`src/rtl/mpft_pkg.sv`:
```
`timescale 1ns / 1ps

package mpft_pkg;

  localparam int MPFT_NUM_PIPES    = 12;
  localparam int MPFT_BUFFER_DEPTH = 1024;
  localparam int MPFT_ID_WIDTH     = 16;
  localparam int MPFT_MAX_REFS     = 255;

  localparam int OP_W        = 2;
  localparam int PIPE_ID_W   = 16;
  localparam int BYTE_W      = 8;
  localparam int STATUS_W    = 3;
  localparam int QUEUE_DEPTH = 2;

  typedef enum logic [OP_W-1:0] {
    OP_OPEN  = 2'd0,
    OP_CLOSE = 2'd1,
    OP_READ  = 2'd2,
    OP_WRITE = 2'd3
  } mpft_op_e;

  typedef enum logic [STATUS_W-1:0] {
    ST_OK      = 3'd0,
    ST_UNKNOWN = 3'd1,
    ST_NOSLOT  = 3'd2,
    ST_EMPTY   = 3'd3,
    ST_FULL    = 3'd4,
    ST_REFOVF  = 3'd5
  } mpft_status_e;

  // what the back end does with the byte store for one item
  typedef enum logic [1:0] {
    KIND_NONE  = 2'd0,
    KIND_READ  = 2'd1,
    KIND_WRITE = 2'd2
  } mpft_kind_e;

  typedef struct packed {
    mpft_kind_e   kind;
    mpft_status_e status;
  } mpft_cmd_t;

endpackage

```
`src/rtl/mpft_front.sv`:
```
`timescale 1ns / 1ps

module mpft_front import mpft_pkg::*; #(
  parameter int NUM_PIPES    = MPFT_NUM_PIPES,
  parameter int BUFFER_DEPTH = MPFT_BUFFER_DEPTH,
  parameter int ID_WIDTH     = MPFT_ID_WIDTH,
  parameter int MAX_REFS     = MPFT_MAX_REFS,
  parameter int ADDR_W       = $clog2(NUM_PIPES * BUFFER_DEPTH)
) (
  input  logic                 clk_i,
  input  logic                 rst_ni,
  input  logic                 accept_i,
  input  logic [OP_W-1:0]      operation_i,
  input  logic [PIPE_ID_W-1:0] pipe_id_i,
  output mpft_cmd_t            cmd_o,
  output logic [ADDR_W-1:0]    addr_o
);

  localparam int SLOT_W = (NUM_PIPES > 1) ? $clog2(NUM_PIPES) : 1;
  localparam int PTR_W  = $clog2(BUFFER_DEPTH);
  localparam int FILL_W = $clog2(BUFFER_DEPTH + 1);
  localparam int REF_W  = $clog2(MAX_REFS + 1);

  localparam logic [PTR_W-1:0]  PTR_LAST = PTR_W'(BUFFER_DEPTH - 1);
  localparam logic [FILL_W-1:0] FILL_MAX = FILL_W'(BUFFER_DEPTH);
  localparam logic [REF_W-1:0]  REF_MAX  = REF_W'(MAX_REFS);
  localparam logic [ADDR_W-1:0] SLOT_SPAN = ADDR_W'(BUFFER_DEPTH);

  logic [NUM_PIPES-1:0] live_q, live_d;
  logic [ID_WIDTH-1:0]  ids_q  [NUM_PIPES];
  logic [ID_WIDTH-1:0]  ids_d  [NUM_PIPES];
  logic [REF_W-1:0]     refs_q [NUM_PIPES];
  logic [REF_W-1:0]     refs_d [NUM_PIPES];
  logic [PTR_W-1:0]     rptr_q [NUM_PIPES];
  logic [PTR_W-1:0]     rptr_d [NUM_PIPES];
  logic [PTR_W-1:0]     wptr_q [NUM_PIPES];
  logic [PTR_W-1:0]     wptr_d [NUM_PIPES];
  logic [FILL_W-1:0]    fill_q [NUM_PIPES];
  logic [FILL_W-1:0]    fill_d [NUM_PIPES];

  logic [31:0]          id_ext;
  logic [ID_WIDTH-1:0]  id;
  logic [NUM_PIPES-1:0] match;
  logic                 hit, free_any;
  logic [SLOT_W-1:0]    hit_idx, free_idx;
  logic [REF_W-1:0]     ref_dec;
  mpft_op_e             op;

  assign id_ext = 32'(pipe_id_i);
  assign id     = id_ext[ID_WIDTH-1:0];
  assign op     = mpft_op_e'(operation_i);

  // parallel slot match, lowest slot wins
  always_comb begin
    hit      = 1'b0;
    free_any = 1'b0;
    hit_idx  = '0;
    free_idx = '0;
    for (int i = NUM_PIPES - 1; i >= 0; i--) begin
      match[i] = live_q[i] && (ids_q[i] == id);
      if (match[i]) begin
        hit     = 1'b1;
        hit_idx = SLOT_W'(i);
      end
      if (!live_q[i]) begin
        free_any = 1'b1;
        free_idx = SLOT_W'(i);
      end
    end
  end

  always_comb begin
    live_d = live_q;
    ids_d  = ids_q;
    refs_d = refs_q;
    rptr_d = rptr_q;
    wptr_d = wptr_q;
    fill_d = fill_q;
    cmd_o  = '{kind: KIND_NONE, status: ST_OK};
    addr_o = '0;
    ref_dec = (refs_q[hit_idx] != '0) ? refs_q[hit_idx] - REF_W'(1) : '0;
    if (accept_i) begin
      unique case (op)
        OP_OPEN: begin
          if (hit) begin
            if (refs_q[hit_idx] >= REF_MAX) begin
              cmd_o.status = ST_REFOVF;
            end else begin
              refs_d[hit_idx] = refs_q[hit_idx] + REF_W'(1);
            end
          end else if (!free_any) begin
            cmd_o.status = ST_NOSLOT;
          end else begin
            live_d[free_idx] = 1'b1;
            ids_d[free_idx]  = id;
            rptr_d[free_idx] = '0;
            wptr_d[free_idx] = '0;
            fill_d[free_idx] = '0;
            refs_d[free_idx] = REF_W'(1);
          end
        end
        OP_CLOSE: begin
          if (!hit) begin
            cmd_o.status = ST_UNKNOWN;
          end else begin
            refs_d[hit_idx] = ref_dec;
            if (ref_dec == '0) begin
              live_d[hit_idx] = 1'b0;
            end
          end
        end
        OP_READ: begin
          if (!hit) begin
            cmd_o.status = ST_UNKNOWN;
          end else if (fill_q[hit_idx] == '0) begin
            cmd_o.status = ST_EMPTY;
          end else begin
            cmd_o.kind = KIND_READ;
            addr_o = ADDR_W'(hit_idx) * SLOT_SPAN + ADDR_W'(rptr_q[hit_idx]);
            rptr_d[hit_idx] = (rptr_q[hit_idx] == PTR_LAST) ? '0
                                                            : rptr_q[hit_idx] + PTR_W'(1);
            fill_d[hit_idx] = fill_q[hit_idx] - FILL_W'(1);
          end
        end
        OP_WRITE: begin
          if (!hit) begin
            cmd_o.status = ST_UNKNOWN;
          end else if (fill_q[hit_idx] >= FILL_MAX) begin
            cmd_o.status = ST_FULL;
          end else begin
            cmd_o.kind = KIND_WRITE;
            addr_o = ADDR_W'(hit_idx) * SLOT_SPAN + ADDR_W'(wptr_q[hit_idx]);
            wptr_d[hit_idx] = (wptr_q[hit_idx] == PTR_LAST) ? '0
                                                            : wptr_q[hit_idx] + PTR_W'(1);
            fill_d[hit_idx] = fill_q[hit_idx] + FILL_W'(1);
          end
        end
        default: begin
          cmd_o.status = ST_OK;
        end
      endcase
    end
  end

  always_ff @(posedge clk_i or negedge rst_ni) begin
    if (!rst_ni) begin
      live_q <= '0;
      for (int i = 0; i < NUM_PIPES; i++) begin
        ids_q[i]  <= '0;
        refs_q[i] <= '0;
        rptr_q[i] <= '0;
        wptr_q[i] <= '0;
        fill_q[i] <= '0;
      end
    end else begin
      live_q <= live_d;
      ids_q  <= ids_d;
      refs_q <= refs_d;
      rptr_q <= rptr_d;
      wptr_q <= wptr_d;
      fill_q <= fill_d;
    end
  end

  // checks: a live slot always holds a reference, no ring overfills
  logic [NUM_PIPES-1:0] live_no_ref, fill_over;
  always_comb begin
    for (int i = 0; i < NUM_PIPES; i++) begin
      live_no_ref[i] = live_q[i] && (refs_q[i] == '0);
      fill_over[i]   = fill_q[i] > FILL_MAX;
    end
  end

`ifndef SYNTHESIS
  a_live_has_ref: assert property (@(posedge clk_i) disable iff (!rst_ni)
    live_no_ref == '0) else $error("live slot with zero references");
  a_fill_bound: assert property (@(posedge clk_i) disable iff (!rst_ni)
    fill_over == '0) else $error("fill level beyond ring depth");
`endif

endmodule

```
`config.mk`:
```
export PLATFORM = sky130hd
export DESIGN_NAME = mpft_front
export DESIGN_NICKNAME = d
export VERILOG_FILES = /design/src/rtl/mpft_pkg.sv /design/src/rtl/mpft_front.sv
export SDC_FILE = /design/constraint.sdc
export NUM_CORES = 2
export LEC_CHECK = 0
export BUFFER_PORTS_ARGS = -buffer_cell sky130_fd_sc_hd__buf_2
export CORE_MARGIN = 2
export CORE_UTILIZATION = 65
export CTS_BUF_LIST = sky130_fd_sc_hd__clkbuf_8
export CTS_CLUSTER_DIAMETER = 80
export CTS_CLUSTER_SIZE = 20
export DETAILED_ROUTE_END_ITERATION = 12
export PLACE_DENSITY = 0.82
export SYNTH_ARGS = -nofsm -noshare
export SYNTH_HDL_FRONTEND = slang
export SYNTH_SLANG_ARGS = --single-unit
```
`constraint.sdc`:
```
create_clock -name clk_i -period 13.7 [get_ports clk_i]
set_input_delay 0 -clock clk_i [delete_from_list [all_inputs] [get_ports clk_i]]
set_output_delay 0 -clock clk_i [all_outputs]
set_load 0.05 [all_outputs]
```
==> results.txt <==
The critical path ends at cmd_o[2]. The critical path is of the register to primary output type. After detailed routing, the number of remaining DRC violations is 0. The clock-pin slew reported for the worst setup and hold paths after clock tree synthesis came out at approximately 130 ps.

The clock insertion delay at the later pin of the skew report is between 700 and 800 ps. Summed over all layers, the routed wires come to 157000 µm. Port buffering added 39 buffers.

The initial antenna violation count came out at 9. The final cycle utilization of the critical path is 56.5%. The maximum fanout encountered on the critical timing path is 38.

Dividing total power by cell area gives a power density of 126 nW/µm². The post-detailed-route via-to-cell ratio came out at 7.56. Setup repair after global routing left no endpoint under its margin. The number of maximum-capacitance violations came out at 0. The origin of the critical flop-to-flop path is ids_q[19]$_DFFE_PN0P_. The mean routed wirelength per cell came out at 33.8 µm. The share of Yosys cell area claimed by the top area cell type is 43.9%. The detailed placer's ending HPWL is 112000 µm. The commonest cells after synthesis are 672 x dfrtp_1, 500 x nand2_1, 332 x o21ai_0, 212 x mux2_2, 209 x nor2_1.

The synthesized design contains 672 register bits. The endpoint arrival time on the critical path is 7740 ps. The initial core utilization is 66.1%. The post-synthesis cell count came out at 3928. Fill cells in the final layout number about 4600. The aggregate global routing overflow came out at 0. The final cell area excluding filler cells came out at 39800 µm². The area enclosed by the die boundary came out at slightly above 60000 µm². The count of final max-slew check failures is 0. The number of sinks on the clock net came out at 672. The leading area contributor after synthesis is dfrtp_1. The leakage power figure came out at about 16 nW. The final setup skew is 54.9 ps.

The number of antenna-violating nets in the routed design is 0. The first routing iteration left ~5500 violations. In the final timing run, aggregate negative setup slack is 0 ps. TritonCTS built the clock tree. The netlist area before placement is 38300 µm². The worst path in the final design needs a cycle of 7740 ps, including I/O delays and setup. The pre-CTS setup slack came out at 6430 ps.

Yosys instantiated no cell more often than dfrtp_1. The unique cell type count in the Yosys netlist came out at 122. The number of buffers inserted by hold repair at cts came out at 13. For this run, the leading register cell type out of synthesis is dfrtp_1. The worst ir drop on vdd is 140 µV. CTS placed an instance of clkbuf_8 at the clock tree root.

The post-CTS resize count came out at 0. The endpoint of the most critical register-to-register path is live_q[3]$_DFFE_PN0P_. Yosys printed 0 warnings.

The first detailed-routing pass took 9 iterations. The wire length of the first global-routing pass came out at 228000 µm. The endpoint type of the worst setup path is a primary output.

Setup violations remaining at the end of the flow were counted as 0. The number of clock buffers inserted by TritonCTS is ~40. The number of nets in the final layout came out at 3901.

The overall routing resource usage came out at 52.0%. Based on the critical path, the design can be clocked at up to between 0.1 and 0.15 GHz. The proportion of register bits with asynchronous set or reset after synthesis came out at 100%.

A synthesized cell averages approximately 9.7 µm². The fraction of layout cells with a size suffix above 1 is 13.4%. The total count of hold-check failures in the final report is 0. The via count of the first global-routing pass came out at 33100. The pin count of the biggest net entering global routing came out at 172. The run finished with clean final reports. At the pin with the least slew margin, the transition time is 1460 ps.

The die extent in x came out at 247 µm. The count of standard-cell rows is 88. The number of setup buffers added after CTS is 0. The data required time of the critical path came out at 13700 ps.

The placeable core area came out at 57900 µm². From bottom edge to top edge, the die measures 247 µm. The category of the worst setup path launch point is a register. The smallest setup slack after layout came out at approximately 6000 ps.

The number of enable flip-flop cells after synthesis came out at 0. The number of H-tree levels came out at 2. The number of buffers on the longest clock path is 3. The path class of the tightest hold or removal check is primary input to register. Final hold analysis gives a worst-case slack of 21.5 ps. The worst reg-to-reg path cell count is 16.

The sequential area share after synthesis came out at 43.9%. The worst pin sits at a relative slew slack of 1.90%. The via count came out at about 35000.

The post-placement cell area is slightly below 40000 µm². Routability-driven placement finished with a final weighted congestion of 1.10. Relative to the synthesized area, the layout overhead comes to 3.90%. The number of nets produced by synthesis came out at 3957. The launch point of the worst path is ids_q[1]$_DFFE_PN0P_.

The setup slack of the worst register-to-register path is 6350 ps. The I/O pin count is 40. After synthesis, the cell types taking the most area are dfrtp_1 44%, mux2_2 6.2%, nand2_1 4.9%, o21ai_0 4.3%, xnor2_1 3.8%.
[sequential cells by signal, summed over array words and instances (netlist names)]
register and count:
wptr_q 120, live_q 12, ids_q 192, rptr_q 120, fill_q 132, refs_q 96
[area by class of cell]
type / instances / area [µm²] / area share, %
Tap cell: 765 / 957 / 2.41
Antenna cell: 9 / 22.5 / 0.0566
Clock buffer: 44 / 606 / 1.52
Inverter: 57 / 214 / 0.538
Timing Repair Buffer: 137 / 1010 / 2.53
Multi-Input combinational cell: 2963 / 20100 / 50.5
Sequential cell: 672 / 16800 / 42.3
Clock inverter: 7 / 70.1 / 0.176
[layer usage]
metal | track usage (%) | part of all wire, % | vias up
met3 | 22.9 | 16 | 725
met5 | 1.31 | 0.10 | -
li1 | - | - | 14400
met1 | 67.7 | 36 | 17100
met2 | 69.6 | 39 | 2992
met4 | 33.8 | 8.3 | 10
[report_power, final]
part / leakage, nW / internal, mW / switching (mW)
clock network: 0.354 / 0.301 / 0.673
logic: 7.10 / 0.566 / 1.01
registers: 9.00 / 2.24 / 0.221
total: 16.4 / 3.11 / 1.91
[cell families (layout without fill, tap and decap cells)]
family / Yosys count / in the layout / synth area share (%)
AO/OA/AOI/OAI: 1122 / 1122 / 20.7
XOR/XNOR: 221 / 221 / 5.21
adder cells (fa/ha/maj): 8 / 8 / 0.262
buffers and inverters: 293 / 245 / 3.90
flip-flops: 672 / 672 / 43.9
multiplexers: 355 / 355 / 10.0
other: 0 / 9 / 0
AND/OR/NAND/NOR: 1257 / 1257 / 15.9
[layout by cell type, fill, tap and decap left out, types with 23 or more instances in the layout]
master,count
dfrtp_1,672
nand2_1,499
o21ai_0,332
mux2_2,212
nor2_1,203
nand3_1,169
xnor2_1,163
mux2i_1,131
a21oi_1,106
a22o_1,92
buf_4,85
nand4_1,76
o2bb2ai_1,75
o211ai_1,60
inv_1,56
xor2_1,47
and3_1,47
o21ai_1,47
clkbuf_8,44
o31ai_1,39
nor3_1,38
buf_2,37
a31oi_1,31
o22ai_1,29
a221o_1,27
a211oi_1,25
or3_1,23
[worst max-delay path, stage by stage, from the launching register on]
cell and delay (ps):
dfrtp_1 420, xnor2_1 200, nand4_1 140, or3_1 410
a2111oi_1 610, o311ai_2 290, a311oi_4 300, buf_4 620
buf_4 640, mux2i_1 190, o22a_1 230, and3b_1 350
inv_2 230, ha_1 210, o21ai_0 300, or2_0 520
or4_1 530, o21ai_0 80, and3_1 380, buf_2 330
[through the flow]
| stage | util, % | power, mW | cells |
|---|---|---|---|
| 2_1_floorplan | - | 3.47 | 3928 |
| 3_3_place_gp | 67.2 | 3.96 | 4581 |
| 3_5_place_dp | 67.2 | 4.00 | 4581 |
| 4_1_cts | 68.6 | 4.92 | 4645 |
| 5_1_grt | 68.6 | 5.17 | 4648 |
| 6_report | 68.7 | 5.02 | 4654 |
[worst min path at each step]
stage | slack [ps] | startpoint | cells after the start | endpoint
final | 20 | pipe_id_i[0] | 2 | ids_q[32]$_DFFE_PN0P_
after global routing | 40 | pipe_id_i[2] | 2 | ids_q[18]$_DFFE_PN0P_
after CTS | 0.9 | pipe_id_i[0] | 2 | ids_q[128]$_DFFE_PN0P_
after detailed placement | 90 | rst_ni | 1 | fill_q[85]$_DFFE_PN0P_
after global placement | 90 | rst_ni | 1 | fill_q[72]$_DFFE_PN0P_
after floorplan | -300 | rst_ni | 0 | fill_q[0]$_DFFE_PN0P_
(Power assumes the default switching activity.)
