### config.mk
export PLATFORM = sky130hd
export DESIGN_NAME = mpft_queue
export DESIGN_NICKNAME = d
export VERILOG_FILES = /design/src/rtl/mpft_pkg.sv /design/src/rtl/mpft_queue.sv
export SDC_FILE = /design/constraint.sdc
export NUM_CORES = 1
export LEC_CHECK = 0
export ABC_AREA = 1
export BUFFER_PORTS_ARGS = -buffer_cell sky130_fd_sc_hd__buf_2
export CORE_ASPECT_RATIO = 0.9
export CORE_MARGIN = 2
export CORE_UTILIZATION = 40
export DETAILED_ROUTE_END_ITERATION = 6
export RECOVER_POWER = 100
export SLEW_MARGIN = 20
export SYNTH_ARGS = -nofsm -noshare
export SYNTH_HDL_FRONTEND = slang
export SYNTH_SLANG_ARGS = --single-unit
### constraint.sdc
create_clock -name clk_i -period 2.2 [get_ports clk_i]
set_clock_uncertainty 0.1 [all_clocks]
set_input_delay 0 -clock clk_i [delete_from_list [all_inputs] [get_ports clk_i]]
set_output_delay 0 -clock clk_i [all_outputs]
set_load 0.03 [all_outputs]
### src/rtl/mpft_pkg.sv
`timescale 1ns / 1ps

package mpft_pkg;

  localparam int MPFT_NUM_PIPES    = 12;
  localparam int MPFT_BUFFER_DEPTH = 1024;
  localparam int MPFT_ID_WIDTH     = 16;
  localparam int MPFT_MAX_REFS     = 255;

  localparam int OP_W        = 2;
  localparam int PIPE_ID_W   = 16;
  localparam int BYTE_W      = 8;
  localparam int STATUS_W    = 3;
  localparam int QUEUE_DEPTH = 2;

  typedef enum logic [OP_W-1:0] {
    OP_OPEN  = 2'd0,
    OP_CLOSE = 2'd1,
    OP_READ  = 2'd2,
    OP_WRITE = 2'd3
  } mpft_op_e;

  typedef enum logic [STATUS_W-1:0] {
    ST_OK      = 3'd0,
    ST_UNKNOWN = 3'd1,
    ST_NOSLOT  = 3'd2,
    ST_EMPTY   = 3'd3,
    ST_FULL    = 3'd4,
    ST_REFOVF  = 3'd5
  } mpft_status_e;

  // what the back end does with the byte store for one item
  typedef enum logic [1:0] {
    KIND_NONE  = 2'd0,
    KIND_READ  = 2'd1,
    KIND_WRITE = 2'd2
  } mpft_kind_e;

  typedef struct packed {
    mpft_kind_e   kind;
    mpft_status_e status;
  } mpft_cmd_t;

endpackage

### src/rtl/mpft_queue.sv
`timescale 1ns / 1ps

module mpft_queue import mpft_pkg::*; #(
  parameter int WIDTH = 8,
  parameter int DEPTH = QUEUE_DEPTH
) (
  input  logic             clk_i,
  input  logic             rst_ni,
  input  logic             push_i,
  input  logic [WIDTH-1:0] data_i,
  output logic             full_o,
  input  logic             pop_i,
  output logic             valid_o,
  output logic [WIDTH-1:0] data_o
);

  localparam int PTR_W = (DEPTH > 1) ? $clog2(DEPTH) : 1;
  localparam int CNT_W = $clog2(DEPTH + 1);
  localparam logic [PTR_W-1:0] PTR_LAST = PTR_W'(DEPTH - 1);
  localparam logic [CNT_W-1:0] CNT_FULL = CNT_W'(DEPTH);

  logic [WIDTH-1:0] slots_q [DEPTH];
  logic [PTR_W-1:0] wr_q, wr_d, rd_q, rd_d;
  logic [CNT_W-1:0] cnt_q, cnt_d;

  assign full_o  = (cnt_q == CNT_FULL);
  assign valid_o = (cnt_q != '0);
  assign data_o  = slots_q[rd_q];

  always_comb begin
    wr_d  = wr_q;
    rd_d  = rd_q;
    cnt_d = cnt_q;
    if (push_i) begin
      wr_d = (wr_q == PTR_LAST) ? '0 : wr_q + PTR_W'(1);
    end
    if (pop_i) begin
      rd_d = (rd_q == PTR_LAST) ? '0 : rd_q + PTR_W'(1);
    end
    if (push_i && !pop_i) begin
      cnt_d = cnt_q + CNT_W'(1);
    end else if (pop_i && !push_i) begin
      cnt_d = cnt_q - CNT_W'(1);
    end
  end

  always_ff @(posedge clk_i) begin
    if (push_i) begin
      slots_q[wr_q] <= data_i;
    end
  end

  always_ff @(posedge clk_i or negedge rst_ni) begin
    if (!rst_ni) begin
      wr_q  <= '0;
      rd_q  <= '0;
      cnt_q <= '0;
    end else begin
      wr_q  <= wr_d;
      rd_q  <= rd_d;
      cnt_q <= cnt_d;
    end
  end

`ifndef SYNTHESIS
  a_no_overflow: assert property (@(posedge clk_i) disable iff (!rst_ni)
    !(push_i && full_o)) else $error("push into full queue");
  a_no_underflow: assert property (@(posedge clk_i) disable iff (!rst_ni)
    !(pop_i && !valid_o)) else $error("pop from empty queue");
`endif

endmodule

==> summary.txt, run 1 <==
Critical path
  • CP Data Arrival Time: 1.53 ns
  • RR Endpoint: slots_q[0][6]
  • CP Buf/Inv Count: 1
  • CP startpoint kind: flop
  • Stages on worst setup path: 2
  • Reg2reg path depth: 1
  • Critical Path End Type: output pin
  • R2r startpoint: wr_q
  • CP Launch Point: rd_q
  • Critical path, cell by cell: mux2_4 > clkbuf_1
  • Worst stage delay on the critical path: 0.69 ns
  • Slowest cell on crit path: dfrtp_1
  • Critical path class: flop to output pin
  • CP endpoint: data_o[1]
  • R2r setup slk: 0.77 ns
  • CP Max Fanout: 9
  • Critical Path RT: 2.10 ns
  • CP delay by family, top: flip-flops

CTS
  • Clock latency on the worst-skew pair: 0.28 ns
  • Post-CTS Repair Setup Buffers: 0
  • CTS Buffer Depth: 2
  • CTS clk-pin slew, worst paths: 0.10 ns
  • CTS tree: built
  • H-tree depth: 1
  • Root Driver: clkbuf_4
  • TritonCTS buffer count: 3
  • Post-CTS resize count: 0
  • Clock sink count: 20
  • Hold-fix buffers, CTS: 12

Global routing
  • Gr busiest metal: met2
  • Largest net degree at the start of global routing: 12
  • Gr usage total: 10.7%
  • Grt met1 use: 13.7%
  • Number of global-route vias before repair: 436
  • Initial antenna violation count: 0
  • Met2 GRT Util: 16.4%
  • GR Util met3: 3.18%
  • First-pass GRT wire length: 1.81 mm
  • Remaining global-route overflow: 0

Timing
  • Final Hold Fails: 0
  • Final worst setup slack: 0.567 ns
  • Final TNS setup: 0 ns
  • F_max: 0.612 GHz
  • Min Tclk post-route: 1.63 ns
  • RSZ-0062 raised after global routing: no
  • Final number of setup-violating endpoints: 0
  • Least-Margin Pin Slew: 0.700 ns
  • Pins Over Slew Limit: 0
  • Fin crit share: 74.2%
  • Slew margin rel.: 53.2%

Die
  • Core area: 1910 um^2
  • Io pins: 22
  • Die area: 2420 um^2
  • Rows: 15
  • Die Y: 46.9 um
  • Initial Util: 42.7%
  • Die span in x: 51.7 um

Yosys
  • Syn. warnings: 0
  • Mean area per synthesized cell: 16.4 um^2
  • Mapped Nets: 63
  • Unique masters post-synth: 12
  • Cell area after synthesis: 818 um^2
  • Register area share after synthesis: 70.9%
  • Gate Count Post-Synth: 50
  • #FFs+latches synth: 20

Power and ir drop
  • VDD IR max: 0.000730 V
  • Seq pwr share: 48.0%
  • Internal: 774 uW
  • PwrDens: 1150 nW/um^2
  • Clock power share: 13.7%
  • Switching Fraction: 37.4%
  • Comb power frac: 38.3%
  • NetSw: 462 uW
  • Leak: 0.000450 uW

Detailed routing
  • DR DRC count: 0
  • DR iter-0 viols: 4
  • Total number of vias: 477
  • Via-to-Cell Ratio: 4.30
  • WL per Instance: 10.2 um
  • Final ANT Viol Nets: 0
  • Router iterations before antenna repair: 4
  • Final wirelength: 1.13 mm

Job
  • Max-cap violations: 0

Layout
  • Fillers: 176
  • Layout cells sized above 1: 20.9%
  • Area grow syn2layout: 31.0%
  • Antenna Cells: 0
  • Final nets: 100
  • Final core utilization: 56.0%

Place
  • Port Buf Inserts: 21
  • Placer Congestion: 0.736
  • Post-Place Setup Slack: 0.738 ns

Outcome
  • Status: finished, final reports clean

Hold path
  • Min-delay worst type: input port to flop
[final cells by class]
class	instances	area, um^2	share of cell area (%)
sequential	20	581	54.1
multi-input combinational	22	200	18.7
tap	25	31.3	2.92
clock buffer	4	26.3	2.45
inverter	7	26.3	2.45
timing repair buffer	33	208	19.4
[power groups by stage]
stage          logic, uW  clock network (uW)  registers (uW)
2_1_floorplan        433                   0             554
3_3_place_gp         480                   0             602
3_5_place_dp         485                   0             605
4_1_cts              503                 177             596
5_1_grt              509                 190             609
6_report             473                 170             593
[cells in the mapped netlist (all sizes together)]
cell type  instances  area [um^2]
ha                 1         12.5
nand3              1         5.00
edfxtp            16          480
nor2               2         7.51
buf                1         11.3
xnor2              1         8.76
nand2              6         22.5
mux2               8          120
xor2               2         17.5
nand4              1         6.26
inv                7         26.3
dfrtp              4          100
[per-layer routing]
layer  part of all wire (%)  vias up
met5                      0        -
met4                   0.88        0
met3                    4.9        2
met2                     50       12
met1                     44      219
li1                       -      244
[flip-flops by register name, indices dropped and copies added, names as in the netlist]
name	count
cnt_q	2
rd_q	1
slots_q	16
wr_q	1
[placed cells by master, fill, tap and decap left out, drive strengths merged, types with 2 or more instances in the layout]
master	count
buf	7
clkbuf	18
dfrtp	4
dlygate4sd3	12
edfxtp	16
inv	7
mux2	8
nand2	6
nor2	2
xor2	2
[per-stage QoR]
stage | instances | hold WS (ns) | cell area (um^2) | total power [uW]
2_1_floorplan | 50 | -0.396 | 818 | 987
3_3_place_gp | 95 | -0.287 | 943 | 1080
3_5_place_dp | 95 | -0.289 | 943 | 1090
4_1_cts | 111 | 0.312 | 1090 | 1280
5_1_grt | 111 | 0.328 | 1070 | 1310
6_report | 111 | 0.328 | 1070 | 1240
[logic make-up (layout without fill, tap and decap cells)]
| group | after synthesis | in the layout | synth area share (%) |
|---|---|---|---|
| xor+xnor | 3 | 3 | 3.21 |
| fa+ha+maj | 1 | 1 | 1.53 |
| buf+inv | 8 | 44 | 4.59 |
| flops | 20 | 20 | 70.9 |
| mux | 8 | 8 | 14.7 |
| simple gates | 10 | 10 | 5.05 |
[how the worst min path moves through the flow]
stage / from / slack, ns / end / cells after the start
after global placement: rst_ni / -0.29 / cnt_q[0] / 1
after floorplan: rst_ni / -0.40 / cnt_q[0] / 0
after CTS: data_i[1] / 0.31 / slots_q[1][1] / 2
after global routing: data_i[1] / 0.33 / slots_q[1][1] / 2
after detailed placement: rst_ni / -0.29 / cnt_q[0] / 1
final: data_i[3] / 0.33 / slots_q[0][3] / 2
Note: power is estimated with default switching activity, not from simulation.
==> run 2: changes to the inputs <==
--- a/config.mk
+++ b/config.mk
@@ -5,12 +5,13 @@
 export SDC_FILE = /design/constraint.sdc
 export NUM_CORES = 1
 export LEC_CHECK = 0
-export ABC_AREA = 1
+export ABC_AREA = 0
 export BUFFER_PORTS_ARGS = -buffer_cell sky130_fd_sc_hd__buf_2
 export CORE_ASPECT_RATIO = 0.9
 export CORE_MARGIN = 2
 export CORE_UTILIZATION = 40
 export DETAILED_ROUTE_END_ITERATION = 6
+export PLACE_DENSITY = 0.66
 export RECOVER_POWER = 100
 export SLEW_MARGIN = 20
 export SYNTH_ARGS = -nofsm -noshare
==> constraint.sdc (replaced) <==
create_clock -name clk_i -period 1.4 [get_ports clk_i]
set_clock_uncertainty 0.1 [all_clocks]
set_input_delay 0 -clock clk_i [delete_from_list [all_inputs] [get_ports clk_i]]
set_output_delay 0 -clock clk_i [all_outputs]
set_load 0.03 [all_outputs]
==> run 2 against run 1 <==
The flow now finishes with violations (negative setup slack). Power up 75%. Register-to-register slack worse by 0.57 ns. Sequential cell count did not move. Critical path type unchanged. Largest power group is now combinational logic.
==> summary.txt, run 2 <==
Critical path
  • Critical Path RT: 1.30 ns (was 2.10 ns)
  • CP Data Arrival Time: 1.30 ns (was 1.53 ns)
  • CP most frequent cell: buf_6
  • Slowest cell on crit path: dfrtp_2 (was dfrtp_1)
  • Critical path, cell by cell: buf_6 > mux2_2 > buf_6 (was mux2_4 > clkbuf_1)
  • CP Max Fanout: 5 (was 9)
  • CP startpoint kind: flop (unchanged)
  • Critical path class: flop to output pin (unchanged)
  • Worst stage delay on the critical path: 0.40 ns (was 0.69 ns)
  • Critical Path End Type: output pin (unchanged)

Die
  • Io pins: 22 (unchanged)
  • Die span in x: 50.3 um (was 51.7 um)
  • Die Y: 45.7 um (was 46.9 um)
  • Initial Util: 41.2% (was 42.7%)
  • Die area: 2300 um^2 (was 2420 um^2)
  • Rows: 15 (unchanged)
  • Core area: 1880 um^2 (was 1910 um^2)

Timing
  • Slew margin rel.: 74.9% (was 53.2%)
  • Worst hold slack: 0.316 ns (was 0.328 ns)
  • RSZ-0062 raised after global routing: yes (was no)
  • Min Tclk post-route: 1.40 ns
  • Final Hold Fails: 0 (unchanged)
  • Final worst setup slack: -0.000504 ns (was 0.567 ns)
  • Final number of setup-violating endpoints: 1 (was 0)
  • Least-Margin Pin Slew: 0.377 ns (was 0.700 ns)
  • Pins Over Slew Limit: 0 (unchanged)
  • F_max: 0.714 GHz
  • Fin crit share: 100%

Layout
  • Commonest cells after routing, fill and taps aside: edfxtp_1, dlygate4sd3_1, buf_6, mux2_2, clkbuf_1 (was edfxtp_1, clkbuf_1, dlygate4sd3_1, mux2_4)
  • Layout cells sized above 1: 40.2% (was 20.9%)
  • Area grow syn2layout: 46.4% (was 31.0%)
  • Final nets: 96 (was 100)
  • Most common cell after layout, fill and taps aside: edfxtp_1 (unchanged)
  • Fillers: 144 (was 176)
  • Non-Filler Instances: 107 (was 111)
  • Final Instance Area: 1130 um^2 (was 1070 um^2)
  • Number of flip-flops in the largest register: 16 (unchanged)
  • Antenna Cells: 0 (unchanged)
  • Largest Register: slots_q (unchanged)
  • Top flop regs: slots_q x16, cnt_q x2 (unchanged)

Place
  • Placer Congestion: 0.673 (was 0.736)
  • Hpwl dp: 813 um
  • Placed cell area: 913 um^2 (was 943 um^2)
  • Placed Cells: 88 (was 95)
  • Post-Place Setup Slack: 0.181 ns (was 0.738 ns)
  • Port Buf Inserts: 21 (unchanged)

Detailed routing
  • DR DRC count: 0 (unchanged)
  • Total number of vias: 455 (was 477)
  • Final ANT Viol Nets: 0 (unchanged)
  • Via-to-Cell Ratio: 4.25 (was 4.30)
  • Final wirelength: 1.34 mm (was 1.13 mm)
  • DR iter-0 viols: 5 (was 4)
  • WL per Instance: 12.5 um (was 10.2 um)
  • Router iterations before antenna repair: 3 (was 4)

Yosys
  • Mapped Nets: 54 (was 63)
  • Post-Synth Simple-Gate Area: 4.05% (was 5.05%)
  • Synth async-reset ratio: 20.0% (unchanged)
  • Compound-gate portion of the synthesized area: 0% (unchanged)
  • Yosys top cell area share: 62.1% (was 58.7%)
  • Synth top cells by count: edfxtp_1, mux2_2, dfrtp_1, xor2_1 (was edfxtp_1, mux2_4, inv_1, nand2_1, dfrtp_1)
  • Top cell type by total area after synthesis: edfxtp_1 (unchanged)
  • Cell area after synthesis: 773 um^2 (was 818 um^2)
  • Ranking of synthesized cells by area: edfxtp_1, dfrtp_1, mux2_2 (was edfxtp_1, mux2_4, dfrtp_1)
  • Synth Area in XOR/XNOR: 5.66% (was 3.21%)
  • Syn. warnings: 0 (unchanged)
  • #FFs+latches synth: 20 (unchanged)
  • Register area share after synthesis: 75.1% (was 70.9%)
  • Most common cell in the netlist: edfxtp_1 (unchanged)
  • Unique masters post-synth: 13 (was 12)
  • Post-synth top flop: edfxtp_1 (unchanged)
  • Proportion of synthesized area in mux cells: 11.7% (was 14.7%)
  • Main combinational cell family by area after synthesis: multiplexers (unchanged)
  • Mean area per synthesized cell: 18.9 um^2 (was 16.4 um^2)
  • Gate Count Post-Synth: 41 (was 50)
  • Post-synth EDFFs: 16 (unchanged)
  • Adder-cell share of the synthesized area: 1.62% (was 1.53%)

Power and ir drop
  • Power Total: 2160 uW (was 1240 uW)
  • Leak: 0.000448 uW (was 0.000450 uW)
  • PwrDens: 1910 nW/um^2 (was 1150 nW/um^2)
  • VDD IR max: 0.000900 V (was 0.000730 V)

CTS
  • Clock latency on the worst-skew pair: 0.30 ns (was 0.28 ns)
  • CTS clk-pin slew, worst paths: 0.11 ns (was 0.10 ns)
  • Root Driver: clkbuf_4 (unchanged)
  • TritonCTS buffer count: 3 (unchanged)
  • Clock sink count: 20 (unchanged)
  • CTS tree: built (unchanged)
  • CTS Buffer Depth: 2 (unchanged)
  • H-tree depth: 1 (unchanged)

Global routing
  • First-pass GRT wire length: 2.09 mm (was 1.81 mm)
  • Largest net degree at the start of global routing: 12 (unchanged)
  • Remaining global-route overflow: 0 (unchanged)
  • Gr usage total: 13.1% (was 10.7%)
  • Number of global-route vias before repair: 462 (was 436)
  • Initial antenna violation count: 0 (unchanged)

Outcome
  • Failing checks: negative setup slack
  • Status: complete, but fails checks (was finished, final reports clean)

Job
  • Max-cap violations: 0 (unchanged)

Hold path
  • Min-delay worst type: input port to flop (unchanged)
## run 2: cell types whose count changed in the layout (fill, tap and decap cells not counted), moves of 2 or more
cell,change
buf_4,+3
buf_6,+10
clkbuf_1,-7
inv_1,-6
mux2_2,+8
mux2_4,-8
nand2_1,-6
xor2_1,+2
## run 2: worst max-delay path, delay by kind of cell, from the launching register on
kind                   cells  cell delay (ns)
buffers and inverters      2             0.26
flip-flops                 1             0.40
multiplexers               1             0.34
## run 2: repair_timing
item / in CTS / in global routing
gates cloned: 0 / 0
buffers inserted: 3 / 0
setup endpoints to repair: 8 / 8
hold endpoints to repair: 23 / 0
pin swaps: 0 / 0
resized for setup: 11 / 9
hold buffers: 12 / 0
## run 2: final cells by class
| class | instances | area, um^2 | area share, % |
|---|---|---|---|
| timing repair buffer | 38 | 312 | 27.5 |
| inverter | 1 | 3.75 | 0.331 |
| multi-input combinational | 19 | 178 | 15.7 |
| tap | 25 | 31.3 | 2.76 |
| clock buffer | 4 | 26.3 | 2.32 |
| sequential | 20 | 582 | 51.4 |
## run 2: stage by stage
step                      utilization [%]   TNS [ns]
after floorplan                         -          0
after global placement               48.7          0
after detailed placement             48.7          0
after CTS                            59.0    -0.0358
after global routing                 60.3     -0.271
final                                60.3  -0.000504
## run 2: cells by family (layout without fill, tap and decap cells)
kind of cell | after synthesis | in the layout
AND/OR/NAND/NOR | 5 | 5
XOR/XNOR | 5 | 5
flip-flops | 20 | 20
multiplexers | 8 | 8
adder cells (fa/ha/maj) | 1 | 1
buffers and inverters | 2 | 43
## run 2: worst paths after layout
kind | slack (ns) | cells past startpoint | from | to
setup / recovery | -0.0005 | 3 | rd_q | data_o[3]
hold / removal | 0.32 | 3 | pop_i | rd_q
setup reg to reg | 0.20 | 1 | wr_q | slots_q[1][6]
hold reg to reg | 0.39 | 1 | cnt_q[1] | cnt_q[1]
max in group asynchronous | 0.52 | 3 | rst_ni | rd_q
min in group asynchronous | 0.48 | 3 | rst_ni | cnt_q[1]
## run 2: per-layer routing
| metal | part of all wire [%] | global-route usage [%] | up-vias |
|---|---|---|---|
| met3 | 1.1 | 1.97 | 2 |
| met5 | 0 | 0 | - |
| met2 | 55 | 22.4 | 7 |
| li1 | - | - | 230 |
| met4 | 1.7 | 6.49 | 0 |
| met1 | 42 | 16.6 | 216 |
## run 2: report_power, final
part           total [uW]  leakage (uW)  switching (uW)  internal (uW)
Clock                 279     0.0000150             168            111
Combinational        1000      0.000237             506            495
Sequential            884      0.000196            72.9            811
Total                2160      0.000448             746           1420
==> run 3: changes to the inputs <==
--- a/config.mk
+++ b/config.mk
@@ -11,7 +11,6 @@
 export CORE_MARGIN = 2
 export CORE_UTILIZATION = 40
 export DETAILED_ROUTE_END_ITERATION = 6
-export PLACE_DENSITY = 0.66
 export RECOVER_POWER = 100
 export SLEW_MARGIN = 20
 export SYNTH_ARGS = -nofsm -noshare
==> constraint.sdc (replaced) <==
create_clock -name clk_i -period 1.41 [get_ports clk_i]
set_clock_uncertainty 0.1 [all_clocks]
set_input_delay 0 -clock clk_i [delete_from_list [all_inputs] [get_ports clk_i]]
set_output_delay 0 -clock clk_i [all_outputs]
set_load 0.03 [all_outputs]
==> run 3 against run 2 <==
The flow now finishes without violations. Sequential cell count did not move. Count of clock-buffer cells in the layout did not move. First-iteration DRC count fell by 60%. Via count rose by 3.5%. Critical path depth did not move. Critical endpoint unchanged. Largest cell class unchanged. Largest power group unchanged.
==> summary.txt, run 3 (synthesized netlist as in run 2, its figures left out) <==
Layout
  • Area grow syn2layout: 46.9% (was 46.4%)
  • Final nets: 96 (unchanged)
  • Number of flip-flops in the largest register: 16 (unchanged)
  • Non-Filler Instances: 107 (unchanged)
  • Flip-flop and latch area: 582 um^2 (unchanged)
  • Commonest cells after routing, fill and taps aside: edfxtp_1, dlygate4sd3_1, buf_6, buf_2, mux2_2 (was edfxtp_1, dlygate4sd3_1, buf_6, mux2_2, clkbuf_1)
  • Most common cell after layout, fill and taps aside: edfxtp_1 (unchanged)
  • Multi-input logic area: 181 um^2 (was 178 um^2)
  • Largest Register: slots_q (unchanged)
  • Final core utilization: 60.5% (was 60.3%)
  • Fillers: 156 (was 144)
  • Antenna Cells: 0 (unchanged)
  • Layout cells sized above 1: 42.7% (was 40.2%)
  • Final Instance Area: 1140 um^2 (was 1130 um^2)
  • Top flop regs: slots_q x16, cnt_q x2 (unchanged)

Critical path
  • CP Buf/Inv Count: 2 (unchanged)
  • CP Data Arrival Time: 1.28 ns (was 1.30 ns)
  • Reg2reg path depth: 1 (unchanged)
  • Worst stage delay on the critical path: 0.43 ns (was 0.40 ns)
  • R2r startpoint: wr_q (unchanged)
  • CP delay by family, top: flip-flops (unchanged)
  • R2r setup slk: 0.23 ns (was 0.20 ns)
  • Critical path class: flop to output pin (unchanged)
  • CP most frequent cell: buf_6 (unchanged)
  • RR Endpoint: slots_q[1][7] (was slots_q[1][6])
  • Slowest cell on crit path: dfrtp_2 (unchanged)
  • Critical Path RT: 1.31 ns (was 1.30 ns)
  • Critical path, cell by cell: buf_6 > mux2_4 > buf_6 (was buf_6 > mux2_2 > buf_6)
  • Stages on worst setup path: 3 (unchanged)
  • Critical Path End Type: output pin (unchanged)
  • CP startpoint kind: flop (unchanged)
  • CP Max Fanout: 5 (unchanged)

Detailed routing
  • Met2 WL: 667 um (was 732 um)
  • DR iter-0 viols: 2 (was 5)
  • Wire length on met3: 44 um (was 15 um)
  • Final ANT Viol Nets: 0 (unchanged)
  • Via-to-Cell Ratio: 4.40 (was 4.25)
  • Total number of vias: 471 (was 455)
  • Wl on met1: 518 um (was 562 um)
  • Router iterations before antenna repair: 3 (unchanged)
  • WL per Instance: 11.7 um (was 12.5 um)
  • DR DRC count: 0 (unchanged)
  • Max layer used: met4 (unchanged)
  • Final wirelength: 1.25 mm (was 1.34 mm)

Timing
  • Slew margin rel.: 75.0% (was 74.9%)
  • F_max: 0.724 GHz
  • Final worst setup slack: 0.0291 ns (was -0.000504 ns)
  • Min Tclk post-route: 1.38 ns
  • Final number of setup-violating endpoints: 0 (was 1)
  • Least-Margin Pin Slew: 0.376 ns (was 0.377 ns)
  • Fin crit share: 97.9%
  • RSZ-0062 raised after global routing: yes (unchanged)
  • Final Hold Fails: 0 (unchanged)
  • Pins Over Slew Limit: 0 (unchanged)

Power and ir drop
  • Clock power share: 12.2% (was 12.9%)
  • Comb power frac: 47.1% (was 46.3%)
  • VDD IR max: 0.00107 V (was 0.000900 V)
  • Switching Fraction: 34.2% (was 34.5%)
  • Seq pwr share: 40.6% (was 40.9%)
  • Power Total: 2150 uW (was 2160 uW)
  • PwrDens: 1900 nW/um^2 (was 1910 nW/um^2)
  • NetSw: 737 uW (was 746 uW)
  • Leak: 0.000457 uW (was 0.000448 uW)
  • Internal: 1420 uW (about the same)

Die
  • Rows: 15 (unchanged)
  • Io pins: 22 (unchanged)
  • Die span in x: 50.3 um (unchanged)
  • Die area: 2300 um^2 (unchanged)
  • Initial Util: 41.2% (unchanged)
  • Die Y: 45.7 um (unchanged)
  • Core area: 1880 um^2 (unchanged)

CTS
  • Clock latency on the worst-skew pair: 0.28 ns (was 0.30 ns)
  • CTS clk-pin slew, worst paths: 0.11 ns (about the same)
  • H-tree depth: 1 (unchanged)
  • Clock sink count: 20 (unchanged)
  • CTS tree: built (unchanged)
  • Root Driver: clkbuf_4 (unchanged)
  • TritonCTS buffer count: 3 (unchanged)
  • CTS Buffer Depth: 2 (unchanged)

Global routing
  • Largest net degree at the start of global routing: 12 (unchanged)
  • Gr usage total: 12.3% (was 13.1%)
  • First-pass GRT wire length: 1.93 mm (was 2.09 mm)
  • Remaining global-route overflow: 0 (unchanged)
  • Initial antenna violation count: 0 (unchanged)
  • Number of global-route vias before repair: 441 (was 462)

Hold path
  • Min-delay worst type: input port to flop (unchanged)
  • Hold depth: 2 (was 3)
  • Hold EP: slots_q[1][6] (was rd_q)
  • Min-delay src: data_i[6] (was pop_i)

Place
  • Post-Place Setup Slack: 0.189 ns (was 0.181 ns)
  • Port Buf Inserts: 21 (unchanged)
  • Placed cell area: 906 um^2 (was 913 um^2)
  • Placed Cells: 87 (was 88)
  • Placer Congestion: 0.715 (was 0.673)
  • Hpwl dp: 734 um (was 813 um)

Outcome
  • Status: finished, final reports clean (was complete, but fails checks)

Job
  • Max-cap violations: 0 (unchanged)
[run 3: cell types whose count changed in the layout (fill, tap and decap cells not counted)]
cell      change
mux2_4        +1
buf_2         +2
mux2_2        -1
clkbuf_2      +1
buf_4         -1
clkbuf_1      -2
[run 3: worst max path at each step]
stage,start,endpoint,slack [ns]
2_1_floorplan,wr_q,slots_q[0][0],0.15
4_1_cts,rd_q,data_o[5],0.003
3_3_place_gp,rd_q,data_o[3],0.22
3_5_place_dp,rd_q,data_o[4],0.19
6_report,rd_q,data_o[3],0.03
5_1_grt,rd_q,data_o[2],-0.02
[run 3: metal layers]
layer  GRT usage [%]  up-vias
met5               0        -
met4            8.11        0
met3            2.96        2
met2            20.5       12
met1            14.5      229
li1                -      228
[run 3: area by class of cell]
cell class	count	area share (%)
tap	25	2.75
multi-input combinational	19	16.0
inverter	1	0.330
clock buffer	4	2.31
sequential	20	51.2
timing repair buffer	38	27.4
[run 3: timing repair]
| action | in CTS | in global routing |
|---|---|---|
| hold buffers | 12 | 0 |
| gates resized for setup | 2 | 27 |
| cloned | 0 | 0 |
| setup buffers | 3 | 1 |
| endpoints found under the setup margin | 8 | 8 |
| hold endpoints to repair | 23 | 0 |
[run 3: per-stage QoR]
stage                     hold slack (ns)  setup TNS [ns]
after floorplan                    -0.396               0
after global placement             -0.287               0
after detailed placement           -0.288               0
after CTS                           0.326               0
after global routing                0.322         -0.0913
final                               0.330               0
[run 3: power by group through the flow]
stage	Clock (uW)	Combinational, uW	Sequential, uW
floorplan	0	592	865
global placement	0	688	921
detailed placement	0	696	922
CTS	273	838	866
global route	301	1070	894
finish	263	1010	876
